File: src/gradient_magnitude_and_angle_macros.svh
// Assertion macros for the gradient magnitude and angle block.
// The including module must provide the signals clock and reset.
`ifndef GRADIENT_MAGNITUDE_AND_ANGLE_MACROS_SVH
`define GRADIENT_MAGNITUDE_AND_ANGLE_MACROS_SVH

// The consequent must hold in the same cycle as the antecedent.
`define GMA_ASSERT_IMPLIES(label, pre, post, msg) \
   label: assert property (@(posedge clock) disable iff (reset) (pre) |-> (post)) \
      else $error(msg);

// The condition must never be seen at a clock edge outside reset.
`define GMA_ASSERT_NEVER(label, cond, msg) \
   label: assert property (@(posedge clock) disable iff (reset) !(cond)) \
      else $error(msg);

`endif

File: src/gma_pkg.sv
// Shared types and constants of the gradient magnitude and angle block.
// No dependencies; used by the input stage, the CORDIC cells, the output stage and the top.
`default_nettype none

package gma_pkg;

   // Guard bits below the integer point of the x and y datapath.
   localparam int GUARD_BITS = 16;
   // Length of the arctangent table; the stage count may not exceed it.
   localparam int TABLE_LEN = 24;
   // Width of the Q30 angle accumulator (covers a bit more than +/- pi).
   localparam int ZW = 33;
   localparam int MAG_W = 16;
   localparam int ANGLE_W = 16;

   localparam logic signed [ZW-1:0] HALF_PI_Q30 = 33'sd1686629713;
   localparam logic signed [ANGLE_W-1:0] ANGLE_PI_Q13 = 16'sd25736;
   localparam logic signed [ANGLE_W-1:0] ANGLE_HALF_PI_Q13 = 16'sd12868;
   // Inverse CORDIC gain in the limit, Q32.
   localparam logic [31:0] INV_GAIN_Q32 = 32'd2608131496;

   // atan(2^-i) truncated to Q30.
   localparam logic [29:0] ATAN_Q30 [TABLE_LEN] = '{
      30'd843314856, 30'd497837829, 30'd263043836, 30'd133525158,
      30'd67021686,  30'd33543515,  30'd16775850,  30'd8388437,
      30'd4194282,   30'd2097149,   30'd1048575,   30'd524287,
      30'd262143,    30'd131071,    30'd65535,     30'd32767,
      30'd16383,     30'd8191,      30'd4095,      30'd2047,
      30'd1023,      30'd511,       30'd255,       30'd127
   };

   // Result for vectors on an axis, decided at the input and carried alongside.
   typedef struct packed {
      logic                      special;
      logic [MAG_W-1:0]          magnitude;
      logic signed [ANGLE_W-1:0] angle;
   } side_type;

endpackage

`default_nettype wire

File: src/gma_post.sv
// Output stages: gain correction multiply, angle rounding and clamping, result register.
// Depends on gma_pkg.
`default_nettype none

module gma_post #(
   parameter int XW = 35
) (
   input  logic                              clock,
   input  logic                              reset,
   input  logic                              in_valid,
   output logic                              in_ready,
   input  logic signed [XW-1:0]              in_x,
   input  logic signed [gma_pkg::ZW-1:0]     in_z,
   input  gma_pkg::side_type                 in_side,
   output logic                              out_valid,
   input  logic                              out_ready,
   output logic [gma_pkg::MAG_W-1:0]         out_magnitude,
   output logic signed [gma_pkg::ANGLE_W-1:0] out_angle
);
   import gma_pkg::*;

   localparam int UW  = XW - 1;                 // non-negative x
   localparam int HW  = UW - GUARD_BITS;        // integer part of x
   localparam int TW  = HW + 33;                // partial product sum
   localparam int MFW = (HW + 1 > MAG_W) ? HW + 1 : MAG_W;

   // Multiply stage.
   logic                      a_valid_ff, a_valid_in, a_ready;
   logic [HW+31:0]            hi_ff, hi_in;
   logic [GUARD_BITS+31:0]    lo_ff, lo_in;
   logic signed [ANGLE_W-1:0] ang_ff, ang_in;
   side_type                  side_ff;
   logic [UW-1:0]             ux;
   logic signed [ZW-1:0]      z_rnd;
   logic signed [ANGLE_W-1:0] z_q13;

   // Result stage.
   logic                      b_valid_ff, b_valid_in, b_ready;
   logic [MAG_W-1:0]          mag_ff, mag_in;
   logic signed [ANGLE_W-1:0] angle_ff, angle_in;
   logic [TW-1:0]             t_sum, t_rnd;
   logic [MFW-1:0]            mag_full;
   logic [MAG_W-1:0]          mag_sat;

   always_comb begin
      ux    = in_x[XW-1] ? '0 : in_x[UW-1:0];
      hi_in = (HW+32)'(ux[UW-1:GUARD_BITS]) * (HW+32)'(INV_GAIN_Q32);
      lo_in = (GUARD_BITS+32)'(ux[GUARD_BITS-1:0]) * (GUARD_BITS+32)'(INV_GAIN_Q32);
      // Q30 to Q13, round half up, then clamp to +/- pi.
      z_rnd = (in_z + ZW'(65536)) >>> 17;
      z_q13 = z_rnd[ANGLE_W-1:0];
      if (in_side.special) begin
         ang_in = in_side.angle;
      end else if (z_q13 > ANGLE_PI_Q13) begin
         ang_in = ANGLE_PI_Q13;
      end else if (z_q13 < -ANGLE_PI_Q13) begin
         ang_in = -ANGLE_PI_Q13;
      end else begin
         ang_in = z_q13;
      end
   end

   assign in_ready   = !a_valid_ff || a_ready;
   assign a_valid_in = in_ready ? in_valid : a_valid_ff;

   always_ff @(posedge clock) begin
      if (reset) begin
         a_valid_ff <= 1'b0;
      end else begin
         a_valid_ff <= a_valid_in;
      end
   end

   always_ff @(posedge clock) begin
      if (in_ready && in_valid) begin
         hi_ff   <= hi_in;
         lo_ff   <= lo_in;
         ang_ff  <= ang_in;
         side_ff <= in_side;
      end
   end

   always_comb begin
      t_sum    = TW'(hi_ff) + TW'(lo_ff[GUARD_BITS+31:GUARD_BITS]);
      t_rnd    = t_sum + TW'(33'h0_8000_0000);
      mag_full = MFW'(t_rnd[TW-1:32]);
      mag_sat  = (mag_full > MFW'(17'h0FFFF)) ? 16'hFFFF : mag_full[MAG_W-1:0];
      mag_in   = side_ff.special ? side_ff.magnitude : mag_sat;
      angle_in = ang_ff;
   end

   assign a_ready    = !b_valid_ff || b_ready;
   assign b_ready    = out_ready;
   assign b_valid_in = a_ready ? a_valid_ff : b_valid_ff;

   always_ff @(posedge clock) begin
      if (reset) begin
         b_valid_ff <= 1'b0;
      end else begin
         b_valid_ff <= b_valid_in;
      end
   end

   always_ff @(posedge clock) begin
      if (a_ready && a_valid_ff) begin
         mag_ff   <= mag_in;
         angle_ff <= angle_in;
      end
   end

   assign out_valid     = b_valid_ff;
   assign out_magnitude = mag_ff;
   assign out_angle     = angle_ff;

endmodule

`default_nettype wire

File: config.mk
export PLATFORM = sky130hd
export DESIGN_NAME = gma_post
export DESIGN_NICKNAME = d
export VERILOG_FILES = /design/src/gradient_magnitude_and_angle_macros.svh /design/src/gma_pkg.sv /design/src/gma_post.sv
export SDC_FILE = /design/constraint.sdc
export NUM_CORES = 1
export LEC_CHECK = 0
export ABC_AREA = 1
export BUFFER_PORTS_ARGS = -buffer_cell sky130_fd_sc_hd__buf_2
export CELL_PAD_IN_SITES_DETAIL_PLACEMENT = 1
export CELL_PAD_IN_SITES_GLOBAL_PLACEMENT = 1
export CORE_MARGIN = 2
export CORE_UTILIZATION = 45
export DETAILED_ROUTE_END_ITERATION = 10
export GPL_TIMING_DRIVEN = 0
export PLACE_DENSITY_LB_ADDON = 0.1
export RECOVER_POWER = 50
export SYNTH_ARGS = -nofsm -noshare
export SYNTH_HDL_FRONTEND = slang
export SYNTH_SLANG_ARGS = --single-unit
File: constraint.sdc
create_clock -name clock -period 8.1 [get_ports clock]
set_clock_uncertainty 0.15 [all_clocks]
set_input_delay 0.405 -clock clock [delete_from_list [all_inputs] [get_ports clock]]
set_output_delay 0.405 -clock clock [all_outputs]
set_load 0.01 [all_outputs]
---- Word-level counts from Yosys, hierarchy flattened ----
Index checks and enable logic that the tools add are counted.
W data, S select, Z words.
storage, ports and cells
  register bits after elaboration ......... 159
  word-level logic and storage cells ...... 29
  output and inout bits ................... 34
cells by class
  reduce and logical (&&, ||, !) cells .... 6
  $lt $le $gt $ge ......................... 3
  $add $sub $neg .......................... 3
  mux-type cells .......................... 6
  multipliers ............................. 2
operator list
  operator                  count
  $mux W16                  5
  $add A50 B32 Y51          1
  $add A51 B32 Y51 const B  1
  $mul A18 B29 Y47 const B  1
  $mul A16 B29 Y45 const B  1
  $mux W34                  1
  $add A33 B18 Y33 const B  1
  $gt A19 B16 Y1 const B    1
  $gt A16 B16 Y1 const B    1
  $lt A16 B16 Y1 const B    1
  $logic_and A1 B1 Y1       2
  $logic_not A1 Y1          2
  $logic_or A1 B1 Y1        2

---- Depth between registers and ports, before layout ----
  word-level depth ........................ 5
  mapped depth ............................ 32
  mapped depth without buffers ............ 32

---- Worst setup path before layout ----
OpenSTA, ideal clock, no wires.
  path type ............................... input -> register
  from .................................... in in_x[34]
  to ...................................... reg hi_ff[48] (data pin)
  required time ........................... 7.691 ns
  stages on the path ...................... 25
  path buffers ............................ 2
  setup time .............................. 0.259 ns
  data arrival time ....................... 5.628 ns
  path slack .............................. 2.063 ns
  cell sequence ........................... buf_2 inv_2 clkbuf_1 nand2_1 inv_1 ha_1 fa_1 inv_1 fa_1 inv_1 fa_1 fa_1 inv_1 fa_1 inv_1 ha_1 nand2_1 nor2_1 inv_1 nor2_1 inv_1 nor4_1 nand3_1 nand3_1 xor2_1
between the ends
  word-level cells in the longest chain between the ends .. 2
ends and longest elaborated chain
  element               line            text
  start, declared       gma_post.sv:12  input logic signed [XW-1:0] in_x,
  $mux W34              gma_post.sv:46  ux = in_x[XW-1] ? '0 : in_x[UW-1:0];
  $mul A18 B29 Y47      gma_post.sv:47  hi_in = (HW+32)'(ux[UW-1:GUARD_BITS]) * (HW+32)'(INV_GAIN_Q32);
  named net hi_in[48]   gma_post.sv:29  logic [HW+31:0] hi_ff, hi_in;
  end signal, assigned  gma_post.sv:76  hi_ff <= hi_in;
  end, declared         gma_post.sv:29
The timed path passes the listed nets, and every way through them passes these cells.
A chain may end at the register's enable or synchronous reset.

---- Final worst setup path ----
Same ends and word-level chain as after synthesis.

==> summary.md <==
| Metric | Value |
|---|---|
| Outcome | `complete, but fails checks` |
| Violated checks | `capacitance limit, slew limit` |
| Slew headroom | `-168%` |
| Max clock buf depth | `2` |
| Initial antenna violation count | `0` |
| CTS Buf Count | `17` |
| Remaining antenna violation count | `0` |
| Post-CTS resize count | `0` |
| Fin nets | `4426` |
| Met3 wire len | `roughly 4600 um` |
| Crit path max fanout | `10` |
| Num ports | `139` |
| Clock sink count | `between 100 and 150` |
| Cell Area, Synth | `approximately 0.027 mm^2` |
| Highest metal used | `met4` |
| Final WL | `between 80000 and 90000 um` |
| Fmax achieved | `roughly 130 MHz` |
| Setup TNS | `0 ns` |
| Die area | `0.0627 mm^2` |
| Fillers | `about 7.5k` |
| Die Span Y | `250 um` |
| Synth Area in Simple Gates | `18.1%` |
| Core ar. | `0.0602 mm^2` |
| CTS tree | `built` |
| Worst EP required | `roughly 8.2 ns` |
| Storage element area | `~0.0043 mm^2` |
| Period utilisation layout | `between 90% and 100%` |
| Setup crit end kind | `register` |
| Drt drc | `0` |
| Worst Setup Start Kind | `primary input` |
| Most common cell after layout, fill and taps aside | `inv_1` |
| Register bit total from synthesis | `approximately 140` |
| Top FF cell, synth | `edfxtp_1` |
| Critical path's most frequent cell | `inv_1` |
| Initial Util | `roughly 45%` |
| Multi-input gate area | `0.0194 mm^2` |
| Routability cong. | `between 0.9 and 1` |
| Largest family of logic cells by synthesized area | `adder cells` |
| Cells after synthesis | `about 3.4k` |
| Reg clk slew, reported paths | `about 0.060 ns` |
| Area Overhead vs Synth | `8.42%` |
| Worst skew pair latency | `roughly 0.44 ns` |
| Maxcap violations | `3` |
| Tightest Pin Transition | `around 4 ns` |
| Register area share after synthesis | `between 10% and 20%` |
| Unrepaired setup endpoints after global routing | `false` |
| First-pass GRT wire length | `roughly 140000 um` |
| HP Start | `in_side[6]` |
| Layout Utilization | `roughly half` |
| Tmin final | `7.60 ns` |
| Slew Limit Fails | `96` |
| H-Tree Depth | `4` |
| Hold Crit Class | `primary input to register` |
| Mapped Avg Cell Area | `between 8 and 9 um^2` |
| Root Buffer | `clkbuf_16` |
| Final setup viols | `0` |
| Netlist cell types | `between 40 and 50` |
| Async set-reset flop share out of synthesis | `0%` |
| GRT Util Overall | `28.4%` |
| Wire length per cell | `approximately 20 um` |
| Mux cell area share after synthesis | `0%` |
| Vias in the first global route | `about 25k` |
| Die X | `between 200 and 300 um` |
| Grt total ovfl | `0` |
| Drt first-iter violations | `966` |
| Yosys warns | `0` |
| WL met2 | `41000 um` |
| Most frequent cells in the layout | `inv_1, nand2_1, fa_1` |
| Syn_nets | `about 4.3k` |
| ANT cells | `0` |
| I/O Buffers | `around 120` |
| EDFF count, synth | `~140` |
| Critical path's largest stage delay | `0.62 ns` |
| Compound-gate portion of the synthesized area | `approximately 5.4%` |
| Via density | `approximately 5.1` |
| Largest net degree at the start of global routing | `77` |
| Adder-cell area share of the yosys netlist | `around 45%` |
| Total vias in the final route | `between 20k and 25k` |
| Crit path DAT | `around 7.7 ns` |
| Slowest CP cell | `clkbuf_1` |
| M1 WL | `between 30000 and 40000 um` |
| Min setup slack post-route | `around 0.5 ns` |
| Post-CTS Setup Inserts | `0` |
| Rows | `90` |
| Post-DP HPWL | `about 79000 um` |
| RR Startpoint | `out_valid$_SDFFE_PP0P_` |
| Drt pass-1 iters | `7` |
| Critical path type | `primary input to register` |
| Worst Setup SP | `in_x[34]` |
| Share of cells above drive strength 1 | `4.89%` |
| XOR/XNOR share of the synthesized area | `under 10%` |
| Place WS | `0.0697 ns` |
| Fin. Hold Viols | `0` |
| WHS | `approximately 0.1 ns` |
-- per-layer routing --
metal	global-route usage, %	vias to the layer above
li1	-	10652
met1	37.2	10894
met2	47.8	498
met3	5.06	122
met4	9.03	0
met5	0	-
-- area by class of cell --
class | instances | share of cell area (%)
Inverter | 967 | 12.3
Tap cell | 782 | 3.30
Clock inverter | 15 | 0.540
Buffer | 11 | 0.194
Timing Repair Buffer | 140 | 2.49
Clock buffer | 17 | 1.44
Sequential cell | 143 | 14.4
Multi-Input combinational cell | 2289 | 65.4
-- state kept, by name, indices dropped and copies added, names as in the netlist --
| name | cells |
|---|---|
| side_ff | 17 |
| a_valid_ff | 1 |
| out_magnitude | 16 |
| out_angle | 16 |
| out_valid | 1 |
| hi_ff | 47 |
| lo_ff | 29 |
| ang_ff | 16 |
-- worst paths after layout --
check | slack, ns | to | cells past startpoint
max | 0.50 | hi_ff[48]$_DFFE_PP_ | 25
min | 0.1 | ang_ff[6]$_DFFE_PP_ | 3
max reg2reg | 3.03 | hi_ff[32]$_DFFE_PP_ | 4
min reg2reg | 0.27 | out_angle[0]$_DFFE_PP_ | 0
-- synth_stat cells (13+ instances only) --
library cell,count,area share (%)
inv_1,962,13
o21bai_1,19,0.52
nand3_1,119,2.2
nor2_2,20,0.46
ha_1,371,17
a21o_1,17,0.47
nand4_1,26,0.60
xor2_1,53,1.7
nor2_1,306,4.2
a31oi_1,18,0.41
nand2_1,662,9.1
o21ai_0,65,1.2
xnor2_1,17,0.54
a21oi_1,117,2.1
nor3_1,31,0.57
edfxtp_1,141,15
or2_2,13,0.30
fa_1,381,28
-- worst max-delay path, delay by kind of cell --
| kind | cells | cell delay (ns) |
|---|---|---|
| xor gates and xnor gates | 1 | 0.22 |
| and+or+nand+nor | 7 | 1.79 |
| adders and majority gates | 7 | 3.53 |
| buffers and inverters | 10 | 1.77 |
-- repair_timing --
| item | in CTS | in global routing |
|---|---|---|
| setup endpoints to repair | 0 | 0 |
| endpoints found under the hold margin | 18 | 0 |
| hold buffers | 17 | 0 |
-- logic make-up (layout without fill, tap and decap cells) --
| logic type | Yosys count | after routing |
|---|---|---|
| fa+ha+maj | 752 | 752 |
| xor+xnor | 73 | 73 |
| simple gates | 1204 | 1204 |
| buf+inv | 978 | 1150 |
| flops | 143 | 143 |
| compound gates | 260 | 260 |
-- per-stage QoR --
stage                     std cells  cell area [um^2]
final                          4364             29600
after global routing           4364             29600
after CTS                      4364             29700
after detailed placement       4315             29000
after global placement         4313             28900
after floorplan                3410             27300
Power is left out: the tool's default activity adds up to more than one toggle a clock period on the data nets, which glitch-free logic cannot reach.
