--- src/gradient_magnitude_and_angle_macros.svh ---
// Assertion macros for the gradient magnitude and angle block.
// The including module must provide the signals clock and reset.
`ifndef GRADIENT_MAGNITUDE_AND_ANGLE_MACROS_SVH
`define GRADIENT_MAGNITUDE_AND_ANGLE_MACROS_SVH

// The consequent must hold in the same cycle as the antecedent.
`define GMA_ASSERT_IMPLIES(label, pre, post, msg) \
   label: assert property (@(posedge clock) disable iff (reset) (pre) |-> (post)) \
      else $error(msg);

// The condition must never be seen at a clock edge outside reset.
`define GMA_ASSERT_NEVER(label, cond, msg) \
   label: assert property (@(posedge clock) disable iff (reset) !(cond)) \
      else $error(msg);

`endif

--- src/gma_pkg.sv ---
// Shared types and constants of the gradient magnitude and angle block.
// No dependencies; used by the input stage, the CORDIC cells, the output stage and the top.
`default_nettype none

package gma_pkg;

   // Guard bits below the integer point of the x and y datapath.
   localparam int GUARD_BITS = 16;
   // Length of the arctangent table; the stage count may not exceed it.
   localparam int TABLE_LEN = 24;
   // Width of the Q30 angle accumulator (covers a bit more than +/- pi).
   localparam int ZW = 33;
   localparam int MAG_W = 16;
   localparam int ANGLE_W = 16;

   localparam logic signed [ZW-1:0] HALF_PI_Q30 = 33'sd1686629713;
   localparam logic signed [ANGLE_W-1:0] ANGLE_PI_Q13 = 16'sd25736;
   localparam logic signed [ANGLE_W-1:0] ANGLE_HALF_PI_Q13 = 16'sd12868;
   // Inverse CORDIC gain in the limit, Q32.
   localparam logic [31:0] INV_GAIN_Q32 = 32'd2608131496;

   // atan(2^-i) truncated to Q30.
   localparam logic [29:0] ATAN_Q30 [TABLE_LEN] = '{
      30'd843314856, 30'd497837829, 30'd263043836, 30'd133525158,
      30'd67021686,  30'd33543515,  30'd16775850,  30'd8388437,
      30'd4194282,   30'd2097149,   30'd1048575,   30'd524287,
      30'd262143,    30'd131071,    30'd65535,     30'd32767,
      30'd16383,     30'd8191,      30'd4095,      30'd2047,
      30'd1023,      30'd511,       30'd255,       30'd127
   };

   // Result for vectors on an axis, decided at the input and carried alongside.
   typedef struct packed {
      logic                      special;
      logic [MAG_W-1:0]          magnitude;
      logic signed [ANGLE_W-1:0] angle;
   } side_type;

endpackage

`default_nettype wire

--- src/gma_cell.sv ---
// One CORDIC vectoring micro-rotation with its own pipeline register.
// Depends on gma_pkg for the arctangent table and the side-band type.
`default_nettype none

module gma_cell #(
   parameter int XW = 35,
   parameter int STAGE = 0
) (
   input  logic                          clock,
   input  logic                          reset,
   input  logic                          in_valid,
   output logic                          in_ready,
   input  logic signed [XW-1:0]          in_x,
   input  logic signed [XW-1:0]          in_y,
   input  logic signed [gma_pkg::ZW-1:0] in_z,
   input  gma_pkg::side_type             in_side,
   output logic                          out_valid,
   input  logic                          out_ready,
   output logic signed [XW-1:0]          out_x,
   output logic signed [XW-1:0]          out_y,
   output logic signed [gma_pkg::ZW-1:0] out_z,
   output gma_pkg::side_type             out_side
);
   import gma_pkg::*;

   localparam logic signed [ZW-1:0] STEP_ANGLE = $signed(ZW'(ATAN_Q30[STAGE]));

   logic                 valid_ff, valid_in;
   logic signed [XW-1:0] x_ff, x_in, y_ff, y_in;
   logic signed [ZW-1:0] z_ff, z_in;
   side_type             side_ff;
   logic signed [XW-1:0] x_sft, y_sft;
   logic                 y_neg;

   always_comb begin
      x_sft = in_x >>> STAGE;
      y_sft = in_y >>> STAGE;
      y_neg = in_y[XW-1];
      // Rotate toward the x axis; both updates use the incoming x and y.
      if (y_neg) begin
         x_in = in_x - y_sft;
         y_in = in_y + x_sft;
         z_in = in_z - STEP_ANGLE;
      end else begin
         x_in = in_x + y_sft;
         y_in = in_y - x_sft;
         z_in = in_z + STEP_ANGLE;
      end
   end

   assign in_ready = !valid_ff || out_ready;
   assign valid_in = in_ready ? in_valid : valid_ff;

   always_ff @(posedge clock) begin
      if (reset) begin
         valid_ff <= 1'b0;
      end else begin
         valid_ff <= valid_in;
      end
   end

   always_ff @(posedge clock) begin
      if (in_ready && in_valid) begin
         x_ff    <= x_in;
         y_ff    <= y_in;
         z_ff    <= z_in;
         side_ff <= in_side;
      end
   end

   assign out_valid = valid_ff;
   assign out_x     = x_ff;
   assign out_y     = y_ff;
   assign out_z     = z_ff;
   assign out_side  = side_ff;

endmodule

`default_nettype wire

--- config.mk ---
export PLATFORM = sky130hd
export DESIGN_NAME = gma_cell
export DESIGN_NICKNAME = d
export VERILOG_FILES = /design/src/gradient_magnitude_and_angle_macros.svh /design/src/gma_pkg.sv /design/src/gma_cell.sv
export SDC_FILE = /design/constraint.sdc
export NUM_CORES = 1
export LEC_CHECK = 0
export BUFFER_PORTS_ARGS = -buffer_cell sky130_fd_sc_hd__clkbuf_2
export CAP_MARGIN = 20
export CORE_MARGIN = 3
export CORE_UTILIZATION = 30
export DETAILED_ROUTE_END_ITERATION = 6
export HOLD_SLACK_MARGIN = 0.02
export SLEW_MARGIN = 15
export SYNTH_ARGS = -nofsm -noshare
export SYNTH_HDL_FRONTEND = slang
export SYNTH_SLANG_ARGS = --single-unit
export TNS_END_PERCENT = 100
--- constraint.sdc ---
create_clock -name clock -period 5.05 [get_ports clock]
set_input_delay 1.01 -clock clock [delete_from_list [all_inputs] [get_ports clock]]
set_output_delay 1.01 -clock clock [all_outputs]
set_load 0.01 [all_outputs]
# Word level (Yosys, flattened, before mapping)
# Cells that the tools add are included.
# Widths: inputs -> output; s select.
# word_totals
ff_bits,137
output_inout_bits,138
elab_cells,18
# op_classes
add_sub_neg,5
mux,3
n_reduce_logical,3
# ops
cell,n
$mux 35,2
$sub 35x35->35,2
$add 35x35->35,1
$add 33x31->33 const B,1
$mux 33,1
$sub 33x31->33 const B,1
$logic_and 1x1->1,1
$logic_not 1->1,1
$logic_or 1x1->1,1

# Depth between registers and ports, before layout
# Gate-level depths: netlist of the first run.
# depth
word_depth,3
mapped_depth,14
mapped_depth_nobuf,13

# Worst setup path before layout of the first run
# OpenSTA, ideal clock, no wires.
# synth_path
path_kind,in2reg
start,in out_ready
end,reg side_ff (netlist bit out_side[0]) (enable)
arrival_ns,4.327
required_time_ns,4.539
slack_ns,0.212
cell_stages,2
path_buffers,0
path_cell_list,nand2b_1 > and2_1
# synth_between
elab_chain_cells,2
# synth_rtl
item,line,text
start: declaration,gma_cell.sv:18,"input logic out_ready,"
$logic_or 1x1->1,gma_cell.sv:51,assign in_ready = !valid_ff || out_ready;
$logic_and 1x1->1,gma_cell.sv:63,if (in_ready && in_valid) begin
end signal: assignment,gma_cell.sv:67,side_ff <= in_side;
end: declaration,gma_cell.sv:31,side_type side_ff;
# Every way passes these cells.
# A chain may end at the register's enable or synchronous reset.

# Final worst setup path of the first run
# layout_path
start,in in_y[34]
end,"reg z_ff[30] (netlist: out_z[30]), data pin"
# layout_between
elab_chain_cells,1
# layout_rtl
item,line,text
start: declaration,gma_cell.sv:14,"input logic signed [XW-1:0] in_y,"
$mux 33,gma_cell.sv:40,if (y_neg) begin
named net z_in[30],gma_cell.sv:30,"logic signed [ZW-1:0] z_ff, z_in;"
end signal: assignment,gma_cell.sv:66,z_ff <= z_in;
end: declaration,gma_cell.sv:30,
# The timed path passes the listed nets, and every way through them passes these cells.

==> results by group, run 1 <==
Place
  – Gp weighted congestion: just over 0.9
  – Detailed placement HPWL: ~30000 um
  – Inst Count DP: 2010
  – Placed Instance Area: around 13000 um^2
  – IO Port Bufs: ~280

Worst setup path
  – Crit-path cells: buf_4 -> clkinv_1 -> ha_1 -> a211oi_1 -> nor2_1 -> o41ai_1 -> o22ai_1 -> o211ai_1 -> a31oi_1 -> a2111oi_2 -> o31a_1 -> nand3_1 -> o311ai_1
  – Critical Path RT: between 5 and 6 ns
  – Critical Path AT: 4.25 ns
  – Slowest stage delay, CP: 0.53 ns
  – Reg-to-Reg Start: out_valid$_SDFFE_PP0N_
  – Worst reg2reg path depth: 3
  – RR Endpoint: out_x[19]$_DFFE_PP_
  – Crit end category: flip-flop
  – CP startpoint kind: input port
  – R2R setup slack: roughly 3.3 ns
  – Crit Path Class: input port to flip-flop
  – Critical path's slowest cell: ha_1
  – Crit-path max FO: 11

Timing
  – Fmax: around 250 MHz
  – Fin crit share: 79.0%
  – Tmin final: 3.99 ns
  – Final hold vios: 0
  – Skew final: slightly above 0.008 ns
  – Final number of setup-violating endpoints: 0
  – RSZ-0062 raised after global routing: false
  – Slew @ Worst Pin: a little over 0.7 ns
  – Pins Over Slew Limit: 0
  – Setup TNS: 0 ns
  – Slew Limit Headroom: a little over half

Clocking
  – CTS max path bufs: 2
  – Skew-Pair Late Insertion Delay: 0.45 ns
  – CTS HTree Levels: 4
  – Postcts setup bufs: 0
  – Clk sinks: about 140
  – Post-CTS Hold Buffers: 0
  – CTS tree: built
  – Clk slew on worst S/H paths: 0.07 ns
  – Clock Tree Root: clkbuf_16
  – CTS Buf Count: 17
  – Cts repair resizes: 0

Floorplanning
  – Core area: ~38000 um^2
  – Horiz. Die Dim: 202 um
  – Initial Util: a little under a third
  – I/O pin count: between 200 and 300
  – Die area: roughly 41000 um^2
  – Row cnt: 71
  – Die Span Y: about 200 um

Finish
  – Layout fillers: around 4000
  – Share of layout cells above drive strength 1: approximately 23%
  – # diodes: 0
  – Area Growth Syn to Fin: 21.2%
  – Finished Cell Area: 14000 um^2
  – Non-Filler Instances: just over 2000
  – Nets@finish: 1792

Routing
  – Wire length per cell: roughly 18 um
  – DR vias/cell: roughly 5.2
  – Pre-antenna DRT Iters: 5
  – Vias: about 11000
  – Post-Route WL: between 30000 and 40000 um
  – DRT antenna net count: 0
  – 1st-iter DRT viols: 934
  – DRC Markers: 0

Synthesis
  – Post-synth ARST share: 0%
  – Complex-gate fraction of the synthesized area: 22.7%
  – Synth Instances: 1264
  – Primary FF master, synth: edfxtp_1
  – Mapped Nets: between 1500 and 2000
  – Top cells by count, synth: a21oi_1 (139), edfxtp_1 (135), ha_1 (130)
  – Sequential area share after synthesis: about a third
  – Number of synthesized flops with an enable pin: ~140
  – Yosys top cell area share: between 30% and 40%
  – Simple-Gate Fraction of Synth Area: 13.6%
  – Synth warn: 0
  – Mux share of post-synthesis cell area: 1.31%
  – Synth cell types: 83
  – Xor/xnor cell area share of the yosys netlist: around 6.7%
  – Yosys top cell by area: edfxtp_1
  – Largest family of logic cells by synthesized area: compound AO/OA/AOI/OAI gates
  – Synth Area in Adders: ~15%
  – Count leader, synth: a21oi_1
  – Post-Synthesis Cell Area: 11600 um^2
  – Post-synthesis register bit count: between 100 and 150
  – Largest cells by area after synthesis: edfxtp_1 (35%), ha_1 (14%), a21oi_1 (6.0%), xnor2_1 (5.5%), nor2_1 (3.7%)
  – Syn avg cell area: between 9 and 10 um^2

Job
  – Max-cap viol count: 0

Pwr
  – Max VDD drop: 0.175 mV
  – Pwr dens: between 200 and 300 nW/um^2
  – Static Leak: roughly 6.2 nW

Min path
  – Min-Delay Endpoint: out_valid$_SDFFE_PP0N_
  – Hold Path Origin: out_valid$_SDFFE_PP0N_
  – Hold Crit Class: flip-flop to flip-flop
  – Hold Path Cell Cnt: 2

GRT
  – First-pass GRT wire length: between 50000 and 60000 um
  – Vias in the first global route: between 10000 and 15000
  – Initial antenna violation count: 0
  – Total gr overflow: 0
  – Largest net degree at the start of global routing: 76
  – Gr usage total: between 15 and 20%

Status
  – Status: complete, no violations
[state kept, by name (all words and copies together), names as in the netlist]
register   flops
out_side      33
out_x         34
out_z         33
out_valid      1
out_y         35
[power by group]
part	switching [mW]	internal, mW	total, mW
sequential	0.0418	1.43	1.47
combinational	0.810	0.505	1.31
clock	0.531	0.729	1.26
total	1.38	2.66	4.04
[per-stage QoR]
step	worst slack, ns	util (%)	total power [mW]	hold slack, ns
3_5_place_dp	0.665	35.5	2.80	0.526
3_3_place_gp	0.699	35.5	2.79	0.530
5_1_grt	0.757	37.0	4.26	0.577
4_1_cts	1.12	37.0	4.08	0.535
6_report	1.06	37.0	4.04	0.528
2_1_floorplan	0.212	-	2.34	0.593
[layout make-up]
cell class | instances | area (um^2) | area share (%)
multi-input combinational | 962 | 6820 | 48.7
sequential | 136 | 4070 | 29.1
timing repair buffer | 287 | 1480 | 10.5
tap | 511 | 639 | 4.56
clock buffer | 18 | 429 | 3.06
inverter | 114 | 428 | 3.05
clock inverter | 13 | 141 | 1.01
[how the worst max path moves through the flow]
stage	from	endpoint	slack, ns	cells after the start
floorplan	out_ready	out_side[0]$_DFFE_PP_	0.21	2
detailed placement	in_y[34]	out_z[30]$_DFFE_PP_	0.66	13
global route	in_y[34]	out_z[30]$_DFFE_PP_	0.76	13
global placement	in_x[1]	out_x[31]$_DFFE_PP_	0.70	13
finish	in_y[34]	out_z[30]$_DFFE_PP_	1.06	13
CTS	in_y[34]	out_z[30]$_DFFE_PP_	1.12	13
[metal layers]
metal / up-vias / track usage [%] / share of wire (%)
met5: - / 0 / 0
li1: 5091 / - / -
met1: 5036 / 23.5 / 44
met4: 0 / 6.21 / 3.4
met3: 89 / 3.87 / 7.4
met2: 482 / 29.0 / 46
[kinds of logic (layout without fill, tap and decap cells)]
kind of cell	Yosys count	count (layout)
xor gates and xnor gates	88	88
buffers and inverters	166	432
DFF	136	136
muxes	15	15
AOI/OAI and AO/OA	402	402
adders and majority gates	134	134
and+or+nand+nor	323	323
[critical path: cells and delay by family]
| family | cells | cell delay [ns] |
|---|---|---|
| AO/OA/AOI/OAI | 8 | 2.07 |
| adder cells (fa/ha/maj) | 1 | 0.53 |
| buffers and inverters | 2 | 0.45 |
| AND/OR/NAND/NOR | 2 | 0.19 |
[layout by cell type (no fill, tap or decap), types with 8 or more instances in the layout]
cell type,Yosys,routed
nand2_1,56,56
nand3_1,19,19
clkbuf_2,1,276
nor3_1,30,30
nor2_1,114,114
buf_4,1,10
ha_1,130,130
edfxtp_1,135,135
nor2b_1,20,20
a21o_1,25,25
a211oi_1,15,15
nand2b_1,15,15
a31oi_1,19,19
or3_1,13,13
o21ai_0,70,70
inv_1,111,110
o211ai_1,16,16
xor2_1,15,15
o31ai_1,9,9
and3_1,14,14
a21oi_1,139,139
o21bai_1,22,22
clkbuf_16,0,17
o21a_1,12,12
xnor2_1,73,73
mux2i_1,14,14
or2_2,8,8
nand4_1,9,9
Note: power is estimated with default switching activity, not from simulation.
==> run 2, diff against run 1 <==
- clock period: 5.05 -> 3.7 ns (I/O delays scaled with it)
==> run 2 against run 1 <==
Global-route usage increased by 0.90 points. Cell count increased by 6.7%. Worst hold slack got worse by 0.078 ns. Total power increased by 42%. Utilization increased by 2.9 points. Sequential share of layout area decreased by 2.1 points. Flip-flop and latch count unchanged. Critical path type unchanged. Largest cell class unchanged.
==> results by group, run 2 (synthesized netlist as in run 1, its figures left out) <==
Status
  – Status: complete, no violations

Finish
  – # diodes: 0
  – Most common cell after layout, fill and taps aside: clkbuf_2
  – Area Growth Syn to Fin: 30.6%
  – Layout fillers: about 3900
  – Finished Cell Area: around 15000 um^2
  – Most frequent cells in the layout: clkbuf_2 (276), buf_4 (143), a21oi_1 (139), edfxtp_1 (135), ha_1 (130)
  – Max reg flops: 35
  – Non-Filler Instances: 2178
  – Share of layout cells above drive strength 1: 29.1%
  – Nets@finish: around 1900
  – Post-layout util: between 30% and 40%

Routing
  – DR vias/cell: between 5 and 6
  – DRC Markers: 0
  – Met2 wire len: around 19000 um
  – M1 WL: 16800 um
  – DRT antenna net count: 0
  – Wire length per cell: 18.1 um
  – Routed wl met3: approximately 2600 um
  – Vias: approximately 11000
  – DR top layer: met5
  – Post-Route WL: between 30000 and 40000 um
  – 1st-iter DRT viols: 813
  – Pre-antenna DRT Iters: 5

GRT
  – Total gr overflow: 0
  – Initial antenna violation count: 1
  – Gr usage total: roughly a fifth
  – First-pass GRT wire length: about 61000 um
  – Vias in the first global route: roughly 11000
  – Largest net degree at the start of global routing: between 80 and 90

Min path
  – Hold Path Origin: reset
  – Hold Crit Class: input port to flip-flop

Floorplanning
  – Row cnt: 71
  – Die Span Y: slightly above 200 um
  – Horiz. Die Dim: 202 um
  – Die area: slightly above 40000 um^2
  – I/O pin count: 278
  – Core area: between 30000 and 40000 um^2
  – Initial Util: between 30% and 40%

Worst setup path
  – Crit-path max FO: 4
  – Critical Path RT: 3.88 ns
  – Crit end category: flip-flop
  – CP startpoint kind: input port
  – Slowest stage delay, CP: 0.48 ns
  – Top delay family on crit path: compound AO/OA/AOI/OAI gates
  – Buf/Inv on CP: 2
  – Critical Path Start: in_x[0]
  – Critical path's slowest cell: a31oi_1
  – Crit Path Class: input port to flip-flop
  – Crit-path cells: clkbuf_2 -> buf_4 -> ha_1 -> fa_1 -> nor2b_1 -> o211ai_1 -> and3_1 -> a21o_1 -> o221a_2 -> nand3_1 -> a31oi_1 -> nor2_1 -> a211oi_1 -> xor2_1
  – Reg-to-Reg Start: out_valid$_SDFFE_PP0N_
  – Critical Path AT: around 3.7 ns

Clocking
  – CTS max path bufs: 2
  – Post-CTS Hold Buffers: 0
  – Clock Tree Root: clkbuf_16
  – Clk slew on worst S/H paths: ~0.070 ns
  – Skew-Pair Late Insertion Delay: around 0.44 ns
  – CTS HTree Levels: 4
  – Clk sinks: around 140
  – CTS Buf Count: 17
  – Cts repair resizes: 0
  – CTS tree: built
  – Postcts setup bufs: 0

Timing
  – Final number of setup-violating endpoints: 0
  – RSZ-0062 raised after global routing: false
  – Slew @ Worst Pin: 0.969 ns
  – Hold WS: approximately 0.45 ns
  – Tmin final: between 3 and 4 ns
  – Pins Over Slew Limit: 0
  – Fin crit share: a little over nine tenths
  – Fmax: around 280 MHz
  – Final hold vios: 0
  – Skew final: 0.00968 ns
  – Slew Limit Headroom: 35.4%

Place
  – Inst Count DP: between 2000 and 2500
  – Gp weighted congestion: 0.951
  – Detailed placement HPWL: approximately 32000 um
  – Placed Instance Area: 14500 um^2
  – IO Port Bufs: between 200 and 300

Pwr
  – Pwr dens: between 300 and 400 nW/um^2
  – Max VDD drop: between 0.2 and 0.3 mV
  – Static Leak: 6.87 nW

Job
  – Max-cap viol count: 0
## run 2: cell types whose count changed in the layout (fill, tap and decap cells not counted), sizes merged
cell / previous run / this run
inv: 117 / 122
buf: 11 / 147
clkinvlp: 2 / 0
clkbuf: 294 / 293
bufinv: 2 / 1
## run 2: area by class of cell
class	count	area, um^2	share of cell area [%]
flip-flops and latches	136	4070	27.0
well taps	511	639	4.24
clock buffers	17	425	2.82
multi-input cells	962	6840	45.3
inverters	114	428	2.84
repair buffers	423	2530	16.8
clock inverters	15	154	1.02
## run 2: report_power, final
group	leakage [nW]	total, mW	switching (mW)	internal [mW]
Sequential	1.31	2.00	0.0564	1.95
Clock	0.289	1.73	0.777	0.955
Combinational	5.27	2.02	1.16	0.852
## run 2: worst paths after layout
path              cells past startpoint                endpoint  slack, ns
setup / recovery                     14     out_x[32]$_DFFE_PP_       0.18
hold / removal                        2  out_valid$_SDFFE_PP0N_       0.45
setup reg to reg                      3     out_x[15]$_DFFE_PP_       2.16
hold reg to reg                       2  out_valid$_SDFFE_PP0N_       0.57
## run 2: worst reg2reg max path, cell delays in order (launching register included)
cell and delay [ns]:
dfxtp_1 0.32, nand2b_1 0.12, and2_4 0.36, buf_12 0.34
## run 2: per-layer routing
layer  up-vias  GRT usage [%]
li1       5367              -
met1      5218           23.5
met2       414           31.6
met3        72           3.93
met4         2           7.52
met5         -              0
## run 2: per-stage QoR
| stage | TNS (ns) | setup slack [ns] | total power, mW |
|---|---|---|---|
| after floorplan | 0 | 0.0161 | 3.18 |
| after global placement | -2.13 | -0.206 | 4.02 |
| after detailed placement | -3.00 | -0.225 | 4.03 |
| after CTS | 0 | 0.240 | 5.80 |
| after global routing | 0 | 0.0120 | 6.05 |
| final | 0 | 0.182 | 5.75 |
