==> src/gradient_magnitude_and_angle_macros.svh <==
// Assertion macros for the gradient magnitude and angle block.
// The including module must provide the signals clock and reset.
`ifndef GRADIENT_MAGNITUDE_AND_ANGLE_MACROS_SVH
`define GRADIENT_MAGNITUDE_AND_ANGLE_MACROS_SVH

// The consequent must hold in the same cycle as the antecedent.
`define GMA_ASSERT_IMPLIES(label, pre, post, msg) \
   label: assert property (@(posedge clock) disable iff (reset) (pre) |-> (post)) \
      else $error(msg);

// The condition must never be seen at a clock edge outside reset.
`define GMA_ASSERT_NEVER(label, cond, msg) \
   label: assert property (@(posedge clock) disable iff (reset) !(cond)) \
      else $error(msg);

`endif

==> src/gma_pkg.sv <==
// Shared types and constants of the gradient magnitude and angle block.
// No dependencies; used by the input stage, the CORDIC cells, the output stage and the top.
`default_nettype none

package gma_pkg;

   // Guard bits below the integer point of the x and y datapath.
   localparam int GUARD_BITS = 16;
   // Length of the arctangent table; the stage count may not exceed it.
   localparam int TABLE_LEN = 24;
   // Width of the Q30 angle accumulator (covers a bit more than +/- pi).
   localparam int ZW = 33;
   localparam int MAG_W = 16;
   localparam int ANGLE_W = 16;

   localparam logic signed [ZW-1:0] HALF_PI_Q30 = 33'sd1686629713;
   localparam logic signed [ANGLE_W-1:0] ANGLE_PI_Q13 = 16'sd25736;
   localparam logic signed [ANGLE_W-1:0] ANGLE_HALF_PI_Q13 = 16'sd12868;
   // Inverse CORDIC gain in the limit, Q32.
   localparam logic [31:0] INV_GAIN_Q32 = 32'd2608131496;

   // atan(2^-i) truncated to Q30.
   localparam logic [29:0] ATAN_Q30 [TABLE_LEN] = '{
      30'd843314856, 30'd497837829, 30'd263043836, 30'd133525158,
      30'd67021686,  30'd33543515,  30'd16775850,  30'd8388437,
      30'd4194282,   30'd2097149,   30'd1048575,   30'd524287,
      30'd262143,    30'd131071,    30'd65535,     30'd32767,
      30'd16383,     30'd8191,      30'd4095,      30'd2047,
      30'd1023,      30'd511,       30'd255,       30'd127
   };

   // Result for vectors on an axis, decided at the input and carried alongside.
   typedef struct packed {
      logic                      special;
      logic [MAG_W-1:0]          magnitude;
      logic signed [ANGLE_W-1:0] angle;
   } side_type;

endpackage

`default_nettype wire

==> src/gma_prep.sv <==
// Input stage: axis special cases, scaling to guard bits and quadrant pre-rotation.
// Depends on gma_pkg.
`default_nettype none

module gma_prep #(
   parameter int GW = 16,
   parameter int XW = 35
) (
   input  logic                          clock,
   input  logic                          reset,
   input  logic                          in_valid,
   output logic                          in_ready,
   input  logic signed [GW-1:0]          grad_x,
   input  logic signed [GW-1:0]          grad_y,
   output logic                          out_valid,
   input  logic                          out_ready,
   output logic signed [XW-1:0]          out_x,
   output logic signed [XW-1:0]          out_y,
   output logic signed [gma_pkg::ZW-1:0] out_z,
   output gma_pkg::side_type             out_side
);
   import gma_pkg::*;

   localparam int AW = GW + 1;
   localparam int SW = (AW > MAG_W) ? AW : MAG_W;

   logic                  valid_ff, valid_in;
   logic signed [XW-1:0]  x_ff, x_in, y_ff, y_in;
   logic signed [ZW-1:0]  z_ff, z_in;
   side_type              side_ff, side_in;

   logic signed [AW-1:0]  gx_ext, gy_ext;
   logic [AW-1:0]         abs_x, abs_y;
   logic signed [XW-1:0]  x_sh, y_sh;
   logic                  zero_x, zero_y;

   function automatic logic [MAG_W-1:0] sat_mag(input logic [AW-1:0] v);
      logic [SW-1:0] w;
      w = SW'(v);
      if (w > SW'(17'h0FFFF)) begin
         return 16'hFFFF;
      end
      return w[MAG_W-1:0];
   endfunction

   always_comb begin
      gx_ext = AW'(grad_x);
      gy_ext = AW'(grad_y);
      abs_x  = gx_ext[AW-1] ? AW'(-gx_ext) : AW'(gx_ext);
      abs_y  = gy_ext[AW-1] ? AW'(-gy_ext) : AW'(gy_ext);
      zero_x = (grad_x == '0);
      zero_y = (grad_y == '0);
      x_sh   = XW'(grad_x) <<< GUARD_BITS;
      y_sh   = XW'(grad_y) <<< GUARD_BITS;

      // Axis cases bypass the rotation entirely.
      side_in.special = zero_x | zero_y;
      if (zero_y) begin
         side_in.magnitude = sat_mag(abs_x);
         side_in.angle     = (grad_x[GW-1] == 1'b1) ? ANGLE_PI_Q13 : '0;
      end else begin
         side_in.magnitude = sat_mag(abs_y);
         side_in.angle     = grad_y[GW-1] ? -ANGLE_HALF_PI_Q13 : ANGLE_HALF_PI_Q13;
      end

      // Turn left half-plane vectors by a quarter turn so that x is not negative.
      if (!x_sh[XW-1]) begin
         x_in = x_sh;
         y_in = y_sh;
         z_in = '0;
      end else if (!y_sh[XW-1]) begin
         x_in = y_sh;
         y_in = -x_sh;
         z_in = HALF_PI_Q30;
      end else begin
         x_in = -y_sh;
         y_in = x_sh;
         z_in = -HALF_PI_Q30;
      end
   end

   assign in_ready = !valid_ff || out_ready;
   assign valid_in = in_ready ? in_valid : valid_ff;

   always_ff @(posedge clock) begin
      if (reset) begin
         valid_ff <= 1'b0;
      end else begin
         valid_ff <= valid_in;
      end
   end

   always_ff @(posedge clock) begin
      if (in_ready && in_valid) begin
         x_ff    <= x_in;
         y_ff    <= y_in;
         z_ff    <= z_in;
         side_ff <= side_in;
      end
   end

   assign out_valid = valid_ff;
   assign out_x     = x_ff;
   assign out_y     = y_ff;
   assign out_z     = z_ff;
   assign out_side  = side_ff;

endmodule

`default_nettype wire

==> config.mk <==
export PLATFORM = sky130hd
export DESIGN_NAME = gma_prep
export DESIGN_NICKNAME = d
export VERILOG_FILES = /design/src/gradient_magnitude_and_angle_macros.svh /design/src/gma_pkg.sv /design/src/gma_prep.sv
export SDC_FILE = /design/constraint.sdc
export NUM_CORES = 1
export LEC_CHECK = 0
export BUFFER_PORTS_ARGS = -buffer_cell sky130_fd_sc_hd__buf_2
export CAP_MARGIN = 10
export CORE_MARGIN = 5
export CORE_UTILIZATION = 36
export CTS_CLUSTER_DIAMETER = 120
export DETAILED_ROUTE_END_ITERATION = 10
export PLACE_DENSITY = 0.6
export SLEW_MARGIN = 5
export SYNTH_ARGS = -nofsm -noshare
export SYNTH_HDL_FRONTEND = slang
export SYNTH_SLANG_ARGS = --single-unit
==> constraint.sdc <==
create_clock -name clock -period 4 [get_ports clock]
set_input_delay 0.8 -clock clock [delete_from_list [all_inputs] [get_ports clock]]
set_output_delay 0.8 -clock clock [all_outputs]
set_load 0.1 [all_outputs]
* Word-level counts from Yosys, hierarchy flattened
Index checks and enable logic that the tools add are counted.
** Operators by class
- Add/subtract/negate cells :: 4
- Reductions and logical operators :: 7
- Bitwise operators :: 2
- Order comparisons :: 2
- Multiplexer cells :: 18
** Operators by type and width (count)
- $mux W16 :: 5
- $mux W35 :: 2
- $neg A32 Y35 :: 2
- $mux W31 :: 2
- $gt A17 B16 Y1 const B :: 2
- $mux W17 :: 2
- $neg A16 Y17 :: 2
- $mux W33 :: 1
- $logic_not A16 Y1 :: 2
- $mux W32 :: 1
- $mux W15 :: 1
- $mux W1 :: 4
- $reduce_and A2 Y1 :: 1
- $reduce_or A2 Y1 :: 1
- $logic_and A1 B1 Y1 :: 1
- $logic_not A1 Y1 :: 1
- $logic_or A1 B1 Y1 :: 1
- $not A1 Y1 :: 1
- $or A1 B1 Y1 :: 1
** Storage, ports and cells
- Bits in registers :: 137

* Logic depth before layout (Yosys ltp)
Gate-level depths: netlist of the first run.
- Word-level depth :: 7
- Gate-level depth with buffers :: 10

* Worst setup path after synthesis of the first run
OpenSTA, ideal clock, no wires.
- Path type :: input-to-reg
- Start :: input port out_ready
- End :: register side_ff (netlist bit out_side[10]), enable pin
- Stages on the path :: 2
- Buffers on the path :: 0
- Library setup time :: 0.427 ns
- Required time :: 3.573 ns
- Setup slack :: 0.366 ns
- Data arrival time :: 3.207 ns
- Cell sequence :: nand2b_1 > and2_1
** On the way
- Word-level cells in the longest chain between the ends :: 2
** Ends and longest elaborated chain
- from (decl) :: line gma_prep.sv:16 : input logic out_ready,
- $logic_or A1 B1 Y1 :: line gma_prep.sv:82 : assign in_ready = !valid_ff || out_ready;
- $logic_and A1 B1 Y1 :: line gma_prep.sv:94 : if (in_ready && in_valid) begin
- to (signal assigned) :: line gma_prep.sv:98 : side_ff <= side_in;
- to (decl) :: line gma_prep.sv:30 : side_type side_ff, side_in;
No other way between the ends.
A chain may end at the register's enable or synchronous reset.

==> flow_summary.toml, run 1 <==
[clock_network]
cts_resized = 0
cts_root_buffer = "clkbuf_8"
cts_buffer_depth = 2
cts.sinks = 64
clock_latency_ns = 0.35
cts.reportedPaths.clkPinSlew_ns = 0.07
postCtsHoldBufs = 0
cts_max_level = 3
tritoncts = "done"
postCtsSetupRepairBufs = 0
numCtsBuffers = 9

[global_route]
first_global_vias = 2903
grt_overflow_total = 0
grt_pass1_wl_microns = 14900
antenna_found_initial = 0
grt_use_total_pct = 14.5
grt_max_degree = 54

[final_layout]
fillerInstances = 1096
final_net_count = 526
diodes = 0
areaGrowthSynthToFinish_pct = 13.8
drive_above_1_share_pct = 33.4

[placement]
io_buffers = 139
place.gp.congestion = 0.809
dp_hpwl_microns = 7360

[route]
drtIter0Drc = 230
wl_per_cell_microns = 15.8
wl_microns = 9910
drc_errors = 0
num_vias = 2967
viasPerCell = 4.72
ant_nets = 0
dr.pass1.iters = 4

[power]
ir_drop_mv = 0.197
p_leak_nw = 1.94
power.density_nw_per_um2 = 497

[logic_synthesis]
synth_seq_area_share_pct = 47.9
synth_seq_cells = 64
syn_area_per_cell_sq_um = 10.2
yosys_warnings = 0
ys_types = 43
synth.cell_area_sq_um = 3990
synth_cells = 393

[critical_path]
crit_type = "input port to flop"
crit_required_ns = 4.16
start_kind = "input port"
critPathLaunch = "grad_x[0]"
end_kind = "flop"
r2r_start = "out_valid$_SDFFE_PP0N_"
crit_arrival_ns = 3.33
critical_path.max_fanout = 15

[run]
drv_cap = 0

[timing]
max_freq_mhz = 316
fin_crit_ns = 3.16
final.period_utilization_pct = 79.1
clock_skew_ns = 0.00953
rsz0062_at_grt = "false"
tns_ns = 0
setup_viol = 0
hold_slack_ns = 0.504
worst_slew_pin_slew_ns = 1.09
relSlewSlack_pct = 27.0
slew_viol_final = 0
hold_violations = 0

[floorplanning]
chipHeight_microns = 115
die_area_sq_um = 13300
core_sq_um = 10800
initial_core_util_pct = 36.8
rows = 38
pin_count = 174
die_w_microns = 115

[outcome]
outcome = "finished, final reports clean"

[hold_path]
hp-class = "flop to flop"
min-delay-start = "out_valid$_SDFFE_PP0N_"
## cells in the mapped netlist (all sizes together)
| cell | instances | area (sq um) |
|---|---|---|
| inv | 11 | 41.3 |
| buf | 85 | 606 |
| or4b | 2 | 27.5 |
| clkbuf | 12 | 45.0 |
| a31oi | 2 | 12.5 |
| mux2i | 2 | 20.0 |
| or3 | 5 | 31.3 |
| o31ai | 5 | 42.5 |
| o41a | 1 | 11.3 |
| xor2 | 18 | 158 |
| o21bai | 1 | 7.51 |
| nand2 | 12 | 45.0 |
| nand3 | 3 | 15.0 |
| o21ai | 12 | 60.1 |
| and2 | 2 | 12.5 |
| a21oi | 36 | 180 |
| nand2b | 5 | 31.3 |
| nand4b | 1 | 8.76 |
| dfxtp | 1 | 20.0 |
| conb | 1 | 3.75 |
| xnor2 | 21 | 184 |
| o41ai | 1 | 8.76 |
| or4 | 1 | 11.3 |
| a22oi | 15 | 113 |
| or2 | 1 | 6.26 |
| and2b | 1 | 7.51 |
| edfxtp | 63 | 1890 |
| a21o | 2 | 15.0 |
| and3 | 1 | 6.26 |
| nor4b | 1 | 8.76 |
| ha | 6 | 75.1 |
| nor4 | 8 | 62.6 |
| o21a | 1 | 7.51 |
| nor3 | 6 | 35.0 |
| clkinv | 1 | 3.75 |
| nor2 | 47 | 176 |
## power by group
group / internal [mW] / switching, mW / total, mW
sequential: 0.799 / 0.0169 / 0.816
combinational: 0.117 / 0.805 / 0.922
clock: 0.276 / 0.244 / 0.520
total: 1.19 / 1.07 / 2.26
## cells by family after synthesis
logic type	Yosys count	share of synthesized area, %
buf+inv	109	17.4
fa+ha+maj	6	1.88
mux	2	0.502
xor+xnor	39	8.56
simple gates	96	12.2
other cells	1	0.0940
compound gates	76	11.5
flops	64	47.9
## routing by layer
metal	part of all wire [%]	vias to the layer above	GRT usage [%]
met5	0	-	0
met4	2.2	0	5.56
met3	11	19	5.05
met2	46	138	23.6
met1	41	1370	17.7
li1	-	1440	-
## worst max-delay path: stages
cell and delay (ns):
buf_2 0.12, inv_1 0.09, ha_1 0.25, or4b_4 0.53, or4b_4 0.52, nor3_2 0.14
ha_1 0.19, and2b_1 0.39, a22oi_1 0.29
## cell usage in the layout (no fill, tap or decap), types with 3 or more instances in the layout
| cell | synthesis | routed |
|---|---|---|
| clkinv_1 | 1 | 4 |
| clkbuf_8 | 0 | 9 |
| nand3_1 | 3 | 3 |
| a22oi_1 | 15 | 15 |
| nor4_1 | 6 | 6 |
| or3_1 | 5 | 5 |
| buf_2 | 4 | 139 |
| o31ai_1 | 4 | 4 |
| conb_1 | 1 | 36 |
| nor2_1 | 47 | 47 |
| inv_1 | 10 | 10 |
| nor3_1 | 5 | 5 |
| xnor2_1 | 21 | 21 |
| ha_1 | 6 | 6 |
| nand2_1 | 12 | 12 |
| xor2_1 | 18 | 18 |
| a21oi_1 | 36 | 36 |
| nand2b_1 | 5 | 5 |
| o21ai_0 | 12 | 12 |
| buf_4 | 73 | 3 |
| edfxtp_1 | 63 | 63 |
## stage by stage
step	area [sq um]	std cells	worst slack [ns]	utilization [%]	power, mW
global placement	4370	613	0.617	40.3	1.75
floorplan	4120	428	0.366	-	1.68
global route	4540	628	0.642	41.9	2.34
detailed placement	4370	613	0.532	40.3	1.75
finish	4540	628	0.838	41.9	2.26
CTS	4540	628	0.867	41.9	2.27
## sequential cells by signal, indices dropped and copies added, names as in the netlist
signal / cells
out_side: 22
out_z: 3
out_y: 19
out_valid: 1
out_x: 19
## cell type report
type                    count  area (sq um)  share of cell area [%]
flip-flops and latches     64          1910                    42.1
multi-input cells         255          1520                    33.4
repair buffers            142           718                    15.8
well taps                 140           175                    3.86
clock buffers               9           124                    2.73
clock inverters             6          51.3                    1.13
inverters                  12          45.0                   0.992
## final timing paths
path	endpoint	slack (ns)	cells after the start
min reg2reg	out_valid$_SDFFE_PP0N_	0.50	2
min	out_valid$_SDFFE_PP0N_	0.50	2
max	out_side[21]$_DFFE_PP_	0.84	9
max reg2reg	out_side[22]$_DFFE_PP_	2.29	3
Note: power is estimated with default switching activity, not from simulation.
==> run 2: changes to the inputs <==
==> constraint.sdc (replaced) <==
create_clock -name clock -period 3.3 [get_ports clock]
set_input_delay 0.66 -clock clock [delete_from_list [all_inputs] [get_ports clock]]
set_output_delay 0.66 -clock clock [all_outputs]
set_load 0.1 [all_outputs]
==> run 2 against run 1 <==
Net effect:
- clock-buffer cell count increased by 3
- highest routed layer unchanged
- largest cell class unchanged
- worst setup slack got worse by 0.46 ns
- core utilization increased by 0.61 points
- critical endpoint is now out_side[29]$_DFFE_PP_
- flip-flop and latch count unchanged
- sequential share of layout area decreased by 0.61 points
- wire length increased by 0.54%
- non-clock buffer count increased by 5
- clock skew decreased by 0.00063 ns
- register-to-register slack got worse by 0.60 ns
==> flow_summary.toml, run 2 (same netlist as run 1, synthesis figures left out) <==
[route]
num_vias = 3016
wl_per_cell_microns = 15.7
dr.pass1.iters = 4
drc_errors = 0
wl_microns = 9960
ant_nets = 0
drtIter0Drc = 156
viasPerCell = 4.76

[hold_path]
hp-class = "input port to flop"
min-delay-start = "reset"
hold_path_end = "out_valid$_SDFFE_PP0N_"
holdPathStages = 2

[floorplanning]
chipHeight_microns = 115
core_sq_um = 10800
initial_core_util_pct = 36.8
die_area_sq_um = 13300
rows = 38
pin_count = 174
die_w_microns = 115

[critical_path]
reg2reg_to = "out_side[29]$_DFFE_PP_"
crit_type = "input port to flop"
crit_arrival_ns = 3.10
r2r_cells = 3
critical_path.max_fanout = 15
crit_required_ns = 3.47
r2r_slack_ns = 1.69
start_kind = "input port"
r2r_start = "out_valid$_SDFFE_PP0N_"
end_kind = "flop"

[final_layout]
diodes = 0
areaGrowthSynthToFinish_pct = 15.5
layout_common_cells = "139 x buf_2, 63 x edfxtp_1, 47 x nor2_1, 36 x a21oi_1, 36 x conb_1"
drive_above_1_share_pct = 34.0
final_net_count = 531
final_common_cell = "buf_2"
design_area_sq_um = 4610
layout.cells.non_filler = 634
largest_reg_flops = 22

[clock_network]
postCtsHoldBufs = 0
cts.sinks = 64
clock_latency_ns = 0.35
postCtsSetupRepairBufs = 0
cts.reportedPaths.clkPinSlew_ns = 0.07
tritoncts = "done"
cts_buffer_depth = 2
cts_root_buffer = "clkbuf_8"
cts_resized = 0
numCtsBuffers = 9
cts_max_level = 3

[timing]
rsz0062_at_grt = "false"
slew_viol_final = 0
max_freq_mhz = 342
fin_crit_ns = 2.92
relSlewSlack_pct = 23.0
hold_slack_ns = 0.458
setup_viol = 0
worst_slew_pin_slew_ns = 1.15
final.period_utilization_pct = 88.6
hold_violations = 0
clock_skew_ns = 0.00889
tns_ns = 0

[power]
ir_drop_mv = 0.254
power.density_nw_per_um2 = 615
p_leak_nw = 1.98

[global_route]
grt_overflow_total = 0
grt_max_degree = 40
grt_pass1_wl_microns = 15300
grt_use_total_pct = 14.9
first_global_vias = 3010
antenna_found_initial = 0

[placement]
placed_area_sq_um = 4400
io_buffers = 139
dpl.cell_count = 618
place.gp.congestion = 0.862
dp_hpwl_microns = 7550

[outcome]
outcome = "finished, final reports clean"

[run]
drv_cap = 0
run 2: cell types whose count changed in the layout (fill, tap and decap cells not counted):
cell / previous run / this run
bufinv_16: 1 / 2
clkbuf_1: 0 / 3
clkinv_2: 2 / 1
clkinv_1: 4 / 2
buf_4: 3 / 8
run 2: worst max path at each step:
stage	cells past startpoint	endpoint	start
after floorplan	2	out_side[10]$_DFFE_PP_	out_valid$_SDFFE_PP0N_
final	9	out_side[29]$_DFFE_PP_	grad_x[0]
after detailed placement	9	out_side[22]$_DFFE_PP_	grad_x[0]
after CTS	9	out_side[22]$_DFFE_PP_	grad_x[0]
after global placement	9	out_side[16]$_DFFE_PP_	grad_x[0]
after global routing	10	out_side[24]$_DFFE_PP_	grad_y[0]
run 2: cell type report:
type,instances,area (sq um)
Tap cell,140,175
Fill cell,1087,6230
Timing Repair Buffer,147,756
Clock buffer,12,135
Clock inverter,4,68.8
Sequential cell,64,1910
Multi-Input combinational cell,255,1520
Inverter,12,45.0
run 2: power breakdown:
group | switching, mW | leakage (nW) | internal [mW] | total, mW
sequential | 0.0193 | 0.613 | 0.968 | 0.987
clock | 0.300 | 0.102 | 0.423 | 0.722
combinational | 0.978 | 1.27 | 0.146 | 1.12
run 2: stage by stage:
step           power (mW)  utilization [%]  worst slack, ns
6_report             2.83             42.5            0.377
5_1_grt              2.93             42.5            0.171
4_1_cts              2.85             42.5            0.407
3_5_place_dp         2.13             40.6           0.0307
3_3_place_gp         2.13             40.6            0.110
2_1_floorplan        2.04                -            0.285
run 2: metal layers:
layer  wire length (microns)  vias up  part of all wire (%)  global-route usage [%]
met5                       0        -                     0                       0
met4                      91        0                  0.91                    4.23
met3                    1100       10                    11                    5.37
met2                    4800      156                    48                    24.9
met1                    3970     1396                    40                    18.3
li1                        -     1454                     -                       -
run 2: critical path, stage by stage:
cell,delay (ns)
buf_2,0.12
inv_1,0.10
ha_1,0.19
or4b_4,0.52
or4b_4,0.52
nor3_2,0.15
ha_1,0.18
and2b_1,0.39
a22oi_1,0.26
==> run 3: changes to the inputs <==
--- a/config.mk
+++ b/config.mk
@@ -5,6 +5,7 @@
 export SDC_FILE = /design/constraint.sdc
 export NUM_CORES = 1
 export LEC_CHECK = 0
+export ABC_AREA = 1
 export BUFFER_PORTS_ARGS = -buffer_cell sky130_fd_sc_hd__buf_2
 export CAP_MARGIN = 10
 export CORE_MARGIN = 5
==> run 3 against run 2 <==
Net effect:
- synthesized cell count up 24%
- first-iteration DRC count up 79%
- non-clock buffer count unchanged
- total power up 7.7%
- flip-flop and latch count unchanged
- wire length up 15%
- global-route usage up 1.7 points
- worst setup slack better by 0.38 ns
- clock skew down 0.0028 ns
- via count up 19%
- clock power up 30%
- critical path type unchanged
- largest cell class unchanged
==> flow_summary.toml, run 3 <==
[final_layout]
layout_common_cells = "139 x buf_2, 108 x nand2_1, 63 x edfxtp_1, 53 x inv_1, 45 x nor2_1"
drive_above_1_share_pct = 29.2
design_area_sq_um = 4920
final_net_count = 637
final_common_cell = "buf_2"
layout.cells.non_filler = 743
diodes = 0
largest_reg_flops = 22
areaGrowthSynthToFinish_pct = 18.5

[timing]
rsz0062_at_grt = "false"
worst_slew_pin_slew_ns = 0.803
setup_viol = 0
relSlewSlack_pct = 46.5
tns_ns = 0
fin_crit_ns = 2.54
clock_skew_ns = 0.00609
max_freq_mhz = 394
final.period_utilization_pct = 77.0
hold_violations = 0
slew_viol_final = 0

[floorplanning]
initial_core_util_pct = 36.5
die_area_sq_um = 13800
die_w_microns = 117
chipHeight_microns = 117
rows = 39
pin_count = 174
core_sq_um = 11400

[logic_synthesis]
ys_types = 36
yosys_most_used_dff = "edfxtp_1"
synth_cells = 489
synth-edff-count = 63
synth.area.top_cells = "edfxtp_1 46%, buf_4 13%, nand2_1 9.8%"
syn_area_per_cell_sq_um = 8.50
yosys_warnings = 0
synth.cell_area_sq_um = 4160
yosysTopAreaCell = "edfxtp_1"
synthMostInstantiatedCell = "nand2_1"
synth_commonest_cells = "108 x nand2_1, 73 x buf_4, 63 x edfxtp_1"
synth_top_area_share_pct = 45.5
async_reset_ff_share_pct = 0
synth_seq_area_share_pct = 46.0
synth_seq_cells = 64

[power]
power.density_nw_per_um2 = 620
power_frac_clock_pct = 30.8
p_seq_share_pct = 32.4
ir_drop_mv = 0.306
power.switching_mw = 1.37
p_leak_nw = 2.37
combPwrFrac_pct = 36.8
internal_power_mw = 1.68
swShare_pct = 44.8

[critical_path]
start_kind = "input port"
reg2reg_to = "out_z[30]$_SDFFCE_PN0P_"
crit_type = "input port to flop"
r2r_cells = 2
critical_path.max_fanout = 6
crit_required_ns = 3.51
r2r_start = "out_valid$_SDFFE_PP0N_"
end_kind = "flop"
r2r_slack_ns = 1.77
crit_arrival_ns = 2.75
critPathLaunch = "grad_x[0]"

[hold_path]
min-delay-start = "reset"
hold_path_end = "out_valid$_SDFFE_PP0N_"
holdPathStages = 2
hp-class = "input port to flop"

[clock_network]
cts_resized = 0
clock_latency_ns = 0.34
cts_max_level = 3
cts_root_buffer = "clkbuf_16"
cts.sinks = 64
postCtsHoldBufs = 0
postCtsSetupRepairBufs = 0
cts.reportedPaths.clkPinSlew_ns = 0.06
numCtsBuffers = 9
cts_buffer_depth = 2
tritoncts = "done"

[global_route]
first_global_vias = 3535
antenna_found_initial = 0
grt_pass1_wl_microns = 18400
grt_use_total_pct = 16.7
grt_max_degree = 64
grt_overflow_total = 0

[route]
wl_per_cell_microns = 15.4
drc_errors = 0
dr.pass1.iters = 5
ant_nets = 0
drtIter0Drc = 279
num_vias = 3586
wl_microns = 11500
viasPerCell = 4.83

[run]
drv_cap = 0

[placement]
place.gp.congestion = 0.965
placed_area_sq_um = 4630
dp_hpwl_microns = 8650
io_buffers = 139
dpl.cell_count = 727

[outcome]
outcome = "finished, final reports clean"
run 3: cell types whose count changed in the layout (fill, tap and decap cells not counted), sizes merged, moves of 5 or more:
cell    before  now
inv         11   55
o21ai       12   27
nand2       12  111
nand3        3   45
xor2        18    7
nor4         8    0
nand2b       5    0
xnor2       21    1
a22oi       15    2
o31ai        5    0
a21oi       36    6
or3          5    0
o221ai       0   11
run 3: power groups by stage:
stage	Clock (mW)	Sequential (mW)	Combinational, mW
floorplan	0	1.42	0.616
global placement	0	1.01	1.12
detailed placement	0	1.01	1.12
CTS	0.961	0.991	1.12
global route	0.990	0.996	1.17
finish	0.939	0.988	1.12
run 3: area by class of cell:
type / instances / area, sq um
fill: 1130 / 6450
sequential: 64 / 1910
multi-input combinational: 318 / 1570
timing repair buffer: 147 / 756
clock buffer: 9 / 225
inverter: 55 / 209
tap: 143 / 179
clock inverter: 7 / 71.3
run 3: logic make-up (layout without fill, tap and decap cells):
kind of cell / count (synthesis) / in the layout / synth area share (%)
DFF: 64 / 64 / 46.0
other: 1 / 36 / 0.0902
xor gates and xnor gates: 8 / 8 / 1.69
and+or+nand+nor: 214 / 214 / 22.7
AOI/OAI and AO/OA: 54 / 54 / 8.07
buffers and inverters: 142 / 218 / 19.6
adders and majority gates: 6 / 6 / 1.81
run 3: worst max path at each step:
stage / to / slack (ns) / cells after the start
5_1_grt: out_side[29]$_DFFE_PP_ / 0.54 / 14
3_5_place_dp: out_side[29]$_DFFE_PP_ / 0.47 / 14
6_report: out_side[29]$_DFFE_PP_ / 0.76 / 14
3_3_place_gp: out_side[29]$_DFFE_PP_ / 0.56 / 14
2_1_floorplan: out_side[10]$_DFFE_PP_ / 0.31 / 1
4_1_cts: out_side[29]$_DFFE_PP_ / 0.82 / 14
run 3: routing by layer:
layer	track usage, %	vias to the layer above	wire length (microns)
li1	-	1729	-
met1	21.5	1611	4770
met2	25.7	220	5080
met3	5.44	26	1310
met4	7.03	0	298
met5	0	-	0
run 3: critical path, cell delays in order:
cell and delay (ns):
buf_2 0.10, inv_1 0.10, ha_1 0.22, nand2_1 0.11
nor2_1 0.29, nand2_1 0.14, nor2_1 0.13, ha_1 0.30
inv_1 0.06, nand4_1 0.37, nor2_1 0.08, nand2_1 0.08
nand2_1 0.05, inv_1 0.05
run 3: per-stage QoR:
stage                     power [mW]  setup slack [ns]  util (%)  hold slack [ns]
after detailed placement        2.13             0.468      40.7            0.539
final                           3.05             0.760      43.3            0.479
after floorplan                 2.03             0.311         -            0.729
after global routing            3.15             0.537      43.3            0.490
after global placement          2.13             0.559      40.7            0.509
after CTS                       3.08             0.822      43.3            0.468
